==> src/rtl/time_of_day_add_sub_compare_unit_assert.svh <==
// Assertion macros for the time-of-day unit RTL.
`ifndef TIME_OF_DAY_ADD_SUB_COMPARE_UNIT_ASSERT_SVH
`define TIME_OF_DAY_ADD_SUB_COMPARE_UNIT_ASSERT_SVH
`ifndef ASSERT_OFF
`define TDASC_ASSERT_SAME(lbl, clk, rst_n, ante, cons) \
	lbl: assert property (@(posedge clk) disable iff (!rst_n) (ante) |-> (cons)) \
		else $error("time-of-day unit assertion failed");
`define TDASC_ASSERT_NEXT(lbl, clk, rst_n, ante, cons) \
	lbl: assert property (@(posedge clk) disable iff (!rst_n) (ante) |=> (cons)) \
		else $error("time-of-day unit assertion failed");
`else
`define TDASC_ASSERT_SAME(lbl, clk, rst_n, ante, cons)
`define TDASC_ASSERT_NEXT(lbl, clk, rst_n, ante, cons)
`endif
`endif

==> src/rtl/tdasc_pkg.sv <==
// Types, constants and digit helpers for the time-of-day unit.
package tdasc_pkg;

	localparam logic [9:0] MS_RADIX   = 10'd1000;
	localparam logic [9:0] SEC_RADIX  = 10'd60;
	localparam logic [9:0] MIN_RADIX  = 10'd60;
	localparam logic [9:0] HOUR_RADIX = 10'd24;
	localparam logic [4:0] HALF_HOUR  = 5'd12;

	typedef enum logic [1:0] {
		CMD_ADD = 2'd0,
		CMD_SUB = 2'd1,
		CMD_CMP = 2'd2,
		CMD_RSV = 2'd3
	} cmd_t;

	typedef struct packed {
		logic [1:0] cmd;
		logic [4:0] a_hour;
		logic [5:0] a_min;
		logic [5:0] a_sec;
		logic [9:0] a_msec;
		logic [4:0] b_hour;
		logic [5:0] b_min;
		logic [5:0] b_sec;
		logic [9:0] b_msec;
	} op_t;

	typedef struct packed {
		logic       ok;
		logic [4:0] r_hour;
		logic [5:0] r_min;
		logic [5:0] r_sec;
		logic [9:0] r_msec;
		logic       later;
	} res_t;

	// One mixed-radix digit of a sum: returns {carry, digit}.
	function automatic logic [10:0] dig_add(input logic [9:0] x, input logic [9:0] y,
		input logic ci, input logic [9:0] radix);
		logic [10:0] sum;
		logic [10:0] res;
		sum = {1'b0, x} + {1'b0, y} + {10'd0, ci};
		if (sum >= {1'b0, radix}) begin
			res = {1'b1, 10'(sum - {1'b0, radix})};
		end else begin
			res = {1'b0, sum[9:0]};
		end
		return res;
	endfunction

	// One mixed-radix digit of a difference: returns {borrow, digit}.
	function automatic logic [10:0] dig_sub(input logic [9:0] x, input logic [9:0] y,
		input logic bi, input logic [9:0] radix);
		logic [10:0] diff;
		logic [10:0] res;
		diff = {1'b0, x} - {1'b0, y} - {10'd0, bi};
		if (diff[10]) begin
			res = {1'b1, 10'(diff + {1'b0, radix})};
		end else begin
			res = {1'b0, diff[9:0]};
		end
		return res;
	endfunction

endpackage

==> src/rtl/tdasc_core.sv <==
// Range check, digit-wise add and subtract, and half-day compare.
module tdasc_core (
	input  tdasc_pkg::op_t  op,
	output tdasc_pkg::res_t res
);

	logic        a_ok, b_ok;
	logic [10:0] ad_ms, ad_s, ad_m, ad_h;
	logic [10:0] sb_ms, sb_s, sb_m, sb_h;
	logic [10:0] cd_ms, cd_s, cd_m, cd_h;
	logic        d_zero, d_below, d_half, cmp_later;

	assign a_ok = (op.a_hour < 5'd24) && (op.a_min < 6'd60) && (op.a_sec < 6'd60)
		&& (op.a_msec < 10'd1000);
	assign b_ok = (op.b_hour < 5'd24) && (op.b_min < 6'd60) && (op.b_sec < 6'd60)
		&& (op.b_msec < 10'd1000);

	// Add: carries ripple from milliseconds up; the final carry is the day wrap.
	assign ad_ms = tdasc_pkg::dig_add(op.a_msec, op.b_msec, 1'b0, tdasc_pkg::MS_RADIX);
	assign ad_s  = tdasc_pkg::dig_add({4'd0, op.a_sec}, {4'd0, op.b_sec}, ad_ms[10],
		tdasc_pkg::SEC_RADIX);
	assign ad_m  = tdasc_pkg::dig_add({4'd0, op.a_min}, {4'd0, op.b_min}, ad_s[10],
		tdasc_pkg::MIN_RADIX);
	assign ad_h  = tdasc_pkg::dig_add({5'd0, op.a_hour}, {5'd0, op.b_hour}, ad_m[10],
		tdasc_pkg::HOUR_RADIX);

	// Subtract a minus b; a borrow out of the hour digit adds one day.
	assign sb_ms = tdasc_pkg::dig_sub(op.a_msec, op.b_msec, 1'b0, tdasc_pkg::MS_RADIX);
	assign sb_s  = tdasc_pkg::dig_sub({4'd0, op.a_sec}, {4'd0, op.b_sec}, sb_ms[10],
		tdasc_pkg::SEC_RADIX);
	assign sb_m  = tdasc_pkg::dig_sub({4'd0, op.a_min}, {4'd0, op.b_min}, sb_s[10],
		tdasc_pkg::MIN_RADIX);
	assign sb_h  = tdasc_pkg::dig_sub({5'd0, op.a_hour}, {5'd0, op.b_hour}, sb_m[10],
		tdasc_pkg::HOUR_RADIX);

	// Compare works on how far b lies ahead of a, modulo one day.
	assign cd_ms = tdasc_pkg::dig_sub(op.b_msec, op.a_msec, 1'b0, tdasc_pkg::MS_RADIX);
	assign cd_s  = tdasc_pkg::dig_sub({4'd0, op.b_sec}, {4'd0, op.a_sec}, cd_ms[10],
		tdasc_pkg::SEC_RADIX);
	assign cd_m  = tdasc_pkg::dig_sub({4'd0, op.b_min}, {4'd0, op.a_min}, cd_s[10],
		tdasc_pkg::MIN_RADIX);
	assign cd_h  = tdasc_pkg::dig_sub({5'd0, op.b_hour}, {5'd0, op.a_hour}, cd_m[10],
		tdasc_pkg::HOUR_RADIX);

	assign d_zero  = (cd_h[4:0] == 5'd0) && (cd_m[5:0] == 6'd0) && (cd_s[5:0] == 6'd0)
		&& (cd_ms[9:0] == 10'd0);
	assign d_below = cd_h[4:0] < tdasc_pkg::HALF_HOUR;
	assign d_half  = (cd_h[4:0] == tdasc_pkg::HALF_HOUR) && (cd_m[5:0] == 6'd0)
		&& (cd_s[5:0] == 6'd0) && (cd_ms[9:0] == 10'd0);
	// At exactly half a day apart, b is ahead only when it sits in the afternoon.
	assign cmp_later = !d_zero && (d_below || (d_half && (op.b_hour >= tdasc_pkg::HALF_HOUR)));

	always_comb begin
		res = '0;
		if (a_ok && b_ok) begin
			res.ok = 1'b1;
			case (tdasc_pkg::cmd_t'(op.cmd))
				tdasc_pkg::CMD_ADD: begin
					res.r_hour = ad_h[4:0];
					res.r_min  = ad_m[5:0];
					res.r_sec  = ad_s[5:0];
					res.r_msec = ad_ms[9:0];
				end
				tdasc_pkg::CMD_SUB: begin
					res.r_hour = sb_h[4:0];
					res.r_min  = sb_m[5:0];
					res.r_sec  = sb_s[5:0];
					res.r_msec = sb_ms[9:0];
				end
				tdasc_pkg::CMD_CMP: begin
					res.later = cmp_later;
				end
				default: begin
					res.later = 1'b0;
				end
			endcase
		end
	end

endmodule

==> src/rtl/time_of_day_add_sub_compare_unit.sv <==
// Top level of the time-of-day add, subtract and compare unit.
//
//   channel   direction  handshake             payload
//   input     in         in_valid / in_stall   cmd, a_hour..a_msec, b_hour..b_msec
//   result    out        out_valid / out_stall ok, r_hour, r_min, r_sec, r_msec, later
//
// A transaction passes an input register and a result register. One transaction is
// accepted per cycle unless in_stall; the throughput limit is the result register.
// Reset clears both valid flags; payload registers are not reset.
// While the result waits under out_stall, one more transaction is still taken into the
// input register; in_stall rises only when both registers hold work.
`include "time_of_day_add_sub_compare_unit_assert.svh"
module time_of_day_add_sub_compare_unit (
	input  logic       clk,
	input  logic       arst_n,
	input  logic       in_valid,
	output logic       in_stall,
	input  logic [1:0] cmd,
	input  logic [4:0] a_hour,
	input  logic [5:0] a_min,
	input  logic [5:0] a_sec,
	input  logic [9:0] a_msec,
	input  logic [4:0] b_hour,
	input  logic [5:0] b_min,
	input  logic [5:0] b_sec,
	input  logic [9:0] b_msec,
	output logic       out_valid,
	input  logic       out_stall,
	output logic       ok,
	output logic [4:0] r_hour,
	output logic [5:0] r_min,
	output logic [5:0] r_sec,
	output logic [9:0] r_msec,
	output logic       later
);

	logic            valid_s1, valid_s2;
	logic            load_s1, load_s2;
	tdasc_pkg::op_t  op_s1;
	tdasc_pkg::res_t res_comb, res_s2;
	logic            r_zero, r_in_range;

	assign load_s2  = valid_s1 && (!valid_s2 || !out_stall);
	assign in_stall = valid_s1 && !load_s2;
	assign load_s1  = in_valid && !in_stall;

	always_ff @(posedge clk or negedge arst_n) begin
		if (!arst_n) begin
			valid_s1 <= 1'b0;
			valid_s2 <= 1'b0;
		end else begin
			if (load_s1 || load_s2) begin
				valid_s1 <= load_s1;
			end
			if (load_s2) begin
				valid_s2 <= 1'b1;
			end else if (!out_stall) begin
				valid_s2 <= 1'b0;
			end
		end
	end

	always_ff @(posedge clk) begin
		if (load_s1) begin
			op_s1 <= '{cmd: cmd, a_hour: a_hour, a_min: a_min, a_sec: a_sec, a_msec: a_msec,
				b_hour: b_hour, b_min: b_min, b_sec: b_sec, b_msec: b_msec};
		end
		if (load_s2) begin
			res_s2 <= res_comb;
		end
	end

	tdasc_core u_core (
		.op  (op_s1),
		.res (res_comb)
	);

	assign out_valid = valid_s2;
	assign ok        = res_s2.ok;
	assign r_hour    = res_s2.r_hour;
	assign r_min     = res_s2.r_min;
	assign r_sec     = res_s2.r_sec;
	assign r_msec    = res_s2.r_msec;
	assign later     = res_s2.later;

	assign r_zero     = (r_hour == 5'd0) && (r_min == 6'd0) && (r_sec == 6'd0)
		&& (r_msec == 10'd0);
	assign r_in_range = (r_hour < 5'd24) && (r_min < 6'd60) && (r_sec < 6'd60)
		&& (r_msec < 10'd1000);

	`TDASC_ASSERT_SAME(a_bad_zero, clk, arst_n, valid_s2 && !ok, r_zero && !later)
	`TDASC_ASSERT_SAME(a_range, clk, arst_n, valid_s2, r_in_range)
	`TDASC_ASSERT_SAME(a_later_cmp, clk, arst_n, valid_s2 && later, ok && r_zero)
	`TDASC_ASSERT_SAME(a_full_stall, clk, arst_n, valid_s1 && valid_s2 && out_stall, in_stall)
	`TDASC_ASSERT_NEXT(a_s1_moves, clk, arst_n, valid_s1 && !valid_s2, valid_s2)

endmodule
==> config.mk <==
export PLATFORM = sky130hd
export DESIGN_NAME = time_of_day_add_sub_compare_unit
export DESIGN_NICKNAME = d
export VERILOG_FILES = /design/src/rtl/tdasc_pkg.sv /design/src/rtl/tdasc_core.sv /design/src/rtl/time_of_day_add_sub_compare_unit.sv
export VERILOG_INCLUDE_DIRS = /design/src /design/src/rtl
export SDC_FILE = /design/constraint.sdc
export NUM_CORES = 1
export LEC_CHECK = 0
export BUFFER_PORTS_ARGS = -buffer_cell sky130_fd_sc_hd__buf_4
export CORE_AREA = 2 2 104 206
export DETAILED_ROUTE_END_ITERATION = 8
export DIE_AREA = 0 0 106 208
export HOLD_SLACK_MARGIN = 0.1
export SYNTH_ARGS = -nofsm -noshare
export SYNTH_HDL_FRONTEND = slang
export SYNTH_SLANG_ARGS = --single-unit
export TNS_END_PERCENT = 30
==> constraint.sdc <==
create_clock -name clk -period 9.3 [get_ports clk]
set_input_delay 0.465 -clock clk [delete_from_list [all_inputs] [get_ports clk]]
set_output_delay 0.465 -clock clk [all_outputs]
set_load 0.02 [all_outputs]
Word-level counts from Yosys, hierarchy flattened
Index checks and enable logic that the tools add are counted.

Register bits: 87. Bits of input ports: 60. Output and inout bits: 31. Logic and storage cells: 117.

Add/subtract/negate cells: 33. $lt $le $gt $ge: 14. Equality and inequality tests: 4. Muxes and demuxes: 17. Reduce and logical (&&, ||, !) cells: 32.

Operators with widths (number): $mux W11 (9); $sub A11 B1 Y11 (6); $pmux W27 S2 (1); $add A10 B6 Y10 const B (4); $mux W29 (1); $sub A6 B6 Y7 (4); $lt A6 B6 Y1 const B (4); $ge A11 B6 Y1 const B (2); $sub A10 B10 Y11 (2); $add A10 B10 Y10 const B (2); $lt A10 B10 Y1 const B (2); $sub A10 B6 Y10 const B (2); $logic_and A1 B1 Y1 (18); $add A7 B1 Y8 (2); $mux W5 (3); $add A6 B6 Y7 (2); $logic_not A6 Y1 (2); $sub A5 B5 Y6 (2); $add A10 B10 Y11 (1); $ge A11 B10 Y1 const B (1); $ge A11 B5 Y1 const B (1); $add A5 B5 Y5 const B (2); $logic_not A10 Y1 (1); $lt A5 B5 Y1 const B (2); other kinds (16) (24).

Longest topological paths before layout
Word-level depth: 21. Mapped depth: 47. Depth with buffers taken out: 46.

Modules after synthesis
Synthesis repeated with hierarchy kept, for this count alone.

Cells, all modules: 845. Area total of the unflattened synthesis: 8146.6 um^2.

By module, submodules not included: tdasc_core (times used 1, cells each 752, area an instance 5501.5 um^2, sequential area each 0.0 um^2); time_of_day_add_sub_compare_unit (times used 1, cells each 93, area an instance 2645.0 um^2, sequential area each 2602.5 um^2).

Worst setup path before layout
OpenSTA, ideal clock, no wires.

Path kind: register to register. Start point: register op_s1[0] in the netlist's numbering. End point: register res_s2, in the netlist r_hour[3], data pin. Setup time: 180 ps. Arrival time: 7778 ps. Required time: 9120 ps. Path slack: 1342 ps. Cell stages (with the launch flop): 44. Path buffers: 1. Period minus slack after synthesis: 7958 ps. Cells stage by stage: edfxtp_1 -> ha_1 -> fa_1 -> nand2b_4 -> a21oi_2 -> nor2_1 -> xnor2_2 -> ha_1 -> inv_1 -> a31oi_1 -> or3_4 -> o31ai_4 -> inv_1 -> fa_1 -> inv_1 -> fa_1 -> xnor2_1 -> ha_1 -> (+8 left out) -> a21oi_1 -> xnor2_1 -> nor3_1 -> nor2_1 -> o21a_1 -> fa_1 -> inv_1 -> fa_1 -> a21oi_1 -> nor2_1 -> nor2_1 -> xor2_1 -> ha_1 -> nor2_1 -> o21ai_0 -> a211oi_1 -> nor2_1 -> a221oi_1.

Cells in the longest elaborated chain, start to end: 13. Elaborated cells between the ends (all ways): 26. Those cells by class: add/sub (10); order compare (5); mux (9); reduce/logical (2).

Ends and longest elaborated chain: start: declaration (line time_of_day_add_sub_compare_unit.sv:39) `tdasc_pkg::op_t op_s1;`; start signal: assignment (line time_of_day_add_sub_compare_unit.sv:65) `op_s1 <= '{cmd: cmd, a_hour: a_hour, a_min: a_min, a_sec: a_sec, a_msec: a_msec,`; $add A10 B10 Y11 (line tdasc_pkg.sv:43) `sum = {1'b0, x} + {1'b0, y} + {10'd0, ci};`; $ge A11 B10 Y1 (line tdasc_pkg.sv:44) `if (sum >= {1'b0, radix}) begin`; $mux W11 (line tdasc_pkg.sv:44); $add A7 B1 Y8 (line tdasc_pkg.sv:43); $ge A11 B6 Y1 (line tdasc_pkg.sv:44); $mux W11 (line tdasc_pkg.sv:44); $add A7 B1 Y8 (line tdasc_pkg.sv:43); $ge A11 B6 Y1 (line tdasc_pkg.sv:44); $mux W11 (line tdasc_pkg.sv:44); $add A6 B1 Y7 (line tdasc_pkg.sv:43); $ge A11 B5 Y1 or $sub A5 B5 Y5 (tied branches) (line tdasc_pkg.sv:44, tdasc_pkg.sv:45); $mux W5 (line tdasc_pkg.sv:44); $pmux W27 S2 (line tdasc_core.sv:57) `case (tdasc_pkg::cmd_t'(op.cmd))`; end signal: assignment (line time_of_day_add_sub_compare_unit.sv:69) `res_s2 <= res_comb;`; end: declaration (line time_of_day_add_sub_compare_unit.sv:40) `tdasc_pkg::res_t res_comb, res_s2;`.

Several ways; a longest one is shown, not always the timed one. A chain may end at the register's enable or synchronous reset.

Final worst setup path
Start point: register op_s1[1] in the netlist's numbering. End point: register res_s2, in the netlist r_hour[3], data pin.

Same word-level chain as after synthesis.

==> impl_metrics.tcl <==
set metrics [dict create \
    die-area_sq_um 22000 \
    setup_viol 0 \
    drc 0 \
    worst-path-buf-inv 6 \
    synth_seq_cells 87 \
    ff2ff_path_depth 42 \
    min_path_cells 1 \
    area_growth_pct 15.8 \
    grt_usage_pct 18.4 \
    wl_met2_mm 11.2 \
    grt_pass1_vias 6157 \
    synthesis.nets 1008 \
    dr.pass1.iters 4 \
    drt_iter0_drc 233 \
    drv_slew 0 \
    finalPower_uw 1500 \
    wl_met1_mm 6.94 \
    synth_ff_type "edfxtp_1" \
    cts.clk_slew.worst_paths_ps 70 \
    detail-route-antenna-nets 0 \
    fp.dieH_microns 208 \
    endpoint_kind "flop" \
    grt_pass1_wl_mm 30.8 \
    port_buffers 90 \
    antenna_found_initial 0 \
    fill_cells 1997 \
    cts_tree "built" \
    rows 74 \
    crit_fanout 5 \
    top_layer_used "met4" \
    r2r-start "op_s1[1]" \
    yosysSeqAreaShare_pct 32.4 \
    gp_congestion 0.851 \
    fin_skew_ps 5.17 \
    numCtsBuffers 9 \
    syn_area_sq_um 8020 \
    synth_area_per_cell_sq_um 9.61 \
    cp.arrival_ps 8750 \
    grt_max_degree 57 \
    slowest_stage "fa_1" \
    dp.final_hpwl_mm 16.1 \
    async_flop_share_pct 2.30 \
    finalWirelength_mm 19.8 \
    layout_common_cells "102 x inv_1, 99 x ha_1, 95 x buf_4" \
    root_buffer "clkbuf_16" \
    fin_util_pct 45.4 \
    worst_slew_pin_slew_ps 1090 \
    coreArea_sq_um 20500 \
    final_common_cell "inv_1" \
    dr_wl_met3_microns 626 \
    slew_headroom_pct 27.3 \
    num_vias 6180 \
    grt_overflow 0 \
    power.density_nw_per_um2 161 \
    fin_nets 1091 \
    max-clock-path-buffers 2 \
    hold_viol_final 0 \
    wire_per_inst_microns 16.7 \
    critPathKind "reg2reg" \
    hold_end "op_s1[33]" \
    start_util_pct 39.2 \
    maxCapViolCount 0 \
    io_pins 91 \
    critPathLaunchType "flop" \
    post-route-period-util_pct 92.2 \
    regArea_sq_um 2600 \
    rrSetupSlack_ps 730 \
    reg2reg_to "r_hour[3]" \
    drive_above_1_share_pct 17.2 \
    critPathMaxStageDelay_ps 510 \
    fp.dieW_microns 106 \
    worstHoldStart "a_msec[6]" \
    antennaDiodeCount 0 \
    multi_input_comb_area_sq_um 4930 \
    yosysWarningCount 0 \
    max_freq_mhz 117 \
    fin_crit_ps 8570 \
    critPathRequiredTime_ps 9480 \
    h-tree-depth 3 \
    synth.distinct_cells 88 \
    outcome "finished clean" \
    synth_edf_count 85 \
    total_leakage_power_uw 0.00399 \
    setup_tns_ps 0 \
    ir_drop_uv 104 \
    via_per_inst 5.20 \
    synthCells 835 \
    clock_latency_ps 370 \
    worst_hold_path_type "in2reg" \
    cts.sinks 87 \
    crit_family "adder cells" \
]
repair_timing:
item                                    in CTS  in global routing
buffers inserted                             0                  3
endpoints found under the setup margin       0                  2
endpoints found under the hold margin        2                  0
resized for setup                            0                  3
hold buffers                                 1                  0
synthesized netlist by cell type (3+ instances only):
library cell | instances | area share, %
buf_1 | 3 | 0.14
a21oi_1 | 55 | 3.4
buf_6 | 3 | 0.42
a31oi_1 | 5 | 0.39
o21a_1 | 3 | 0.28
or2_2 | 6 | 0.47
and2_1 | 3 | 0.23
o211ai_1 | 3 | 0.28
a211o_1 | 5 | 0.55
o2111ai_1 | 3 | 0.33
ha_1 | 99 | 15
edfxtp_1 | 85 | 32
o21bai_1 | 12 | 1.1
nor4_1 | 3 | 0.23
xnor2_1 | 53 | 5.8
o21ai_0 | 22 | 1.4
a22oi_1 | 4 | 0.37
fa_1 | 14 | 3.5
inv_1 | 102 | 4.8
clkbuf_1 | 10 | 0.47
a21o_1 | 11 | 1.0
nor2b_1 | 19 | 1.5
nand3_1 | 12 | 0.75
a21oi_2 | 6 | 0.66
o21ai_2 | 3 | 0.33
nor3_1 | 11 | 0.69
buf_2 | 6 | 0.37
mux2_2 | 3 | 0.42
nor2_1 | 73 | 3.4
o21ai_1 | 4 | 0.25
nand3b_1 | 6 | 0.56
nand2_1 | 34 | 1.6
nand2b_1 | 9 | 0.70
o22ai_1 | 12 | 0.94
nor3b_1 | 6 | 0.56
a211oi_1 | 15 | 1.4
mux2i_1 | 7 | 0.87
xor2_1 | 28 | 3.1
o311ai_0 | 3 | 0.33
nand4_1 | 8 | 0.62
and3_1 | 3 | 0.23
per-stage QoR:
step / cell area (sq um) / setup slack, ps / instances / hold slack (ps)
final: 9290 / 728 / 1189 / 267
after global routing: 9290 / -22.4 / 1189 / 247
after CTS: 9250 / 549 / 1186 / 241
after detailed placement: 8930 / 594 / 1169 / 251
after global placement: 8930 / 867 / 1169 / 249
after floorplan: 8020 / 1340 / 835 / 169
final cells by class:
| cell class | instances | share of cell area (%) |
|---|---|---|
| Clock inverter | 7 | 0.862 |
| Tap cell | 266 | 3.58 |
| Clock buffer | 9 | 2.42 |
| Multi-Input combinational cell | 620 | 53.1 |
| Inverter | 104 | 4.20 |
| Timing Repair Buffer | 96 | 7.79 |
| Sequential cell | 87 | 28.0 |
metal layers:
| layer | GRT usage, % | vias to the layer above |
|---|---|---|
| li1 | - | 3098 |
| met1 | 16.9 | 2921 |
| met2 | 35.9 | 119 |
| met3 | 4.14 | 42 |
| met4 | 10.8 | 0 |
| met5 | 0 | - |
power breakdown:
part | switching [uW] | internal (uW)
Combinational | 365 | 263
Sequential | 23.0 | 471
Clock | 165 | 211
Total | 553 | 945
sequential cells by signal (all words and copies together), names as in the netlist:
name and flops:
later 1, ok 1, op_s1 56, out_valid 1, r_hour 5, r_min 6
r_msec 10, r_sec 6, valid_s1 1
kinds of logic after synthesis:
group | share of synthesized area, %
multiplexers | 1.44
AO/OA/AOI/OAI | 17.3
adder cells (fa/ha/maj) | 18.9
AND/OR/NAND/NOR | 14.0
buffers and inverters | 6.46
flip-flops | 32.4
XOR/XNOR | 9.45
worst max path at each step:
stage / cells past startpoint / start / end / slack (ps)
final: 42 / op_s1[1] / r_hour[3] / 730
after global routing: 42 / op_s1[1] / r_hour[3] / -20
after CTS: 43 / op_s1[1] / r_hour[3] / 550
after detailed placement: 43 / op_s1[1] / r_hour[3] / 590
after global placement: 43 / op_s1[1] / r_hour[3] / 870
after floorplan: 43 / op_s1[0] / r_hour[3] / 1340
No activity file was read; power rests on OpenSTA's default activity.
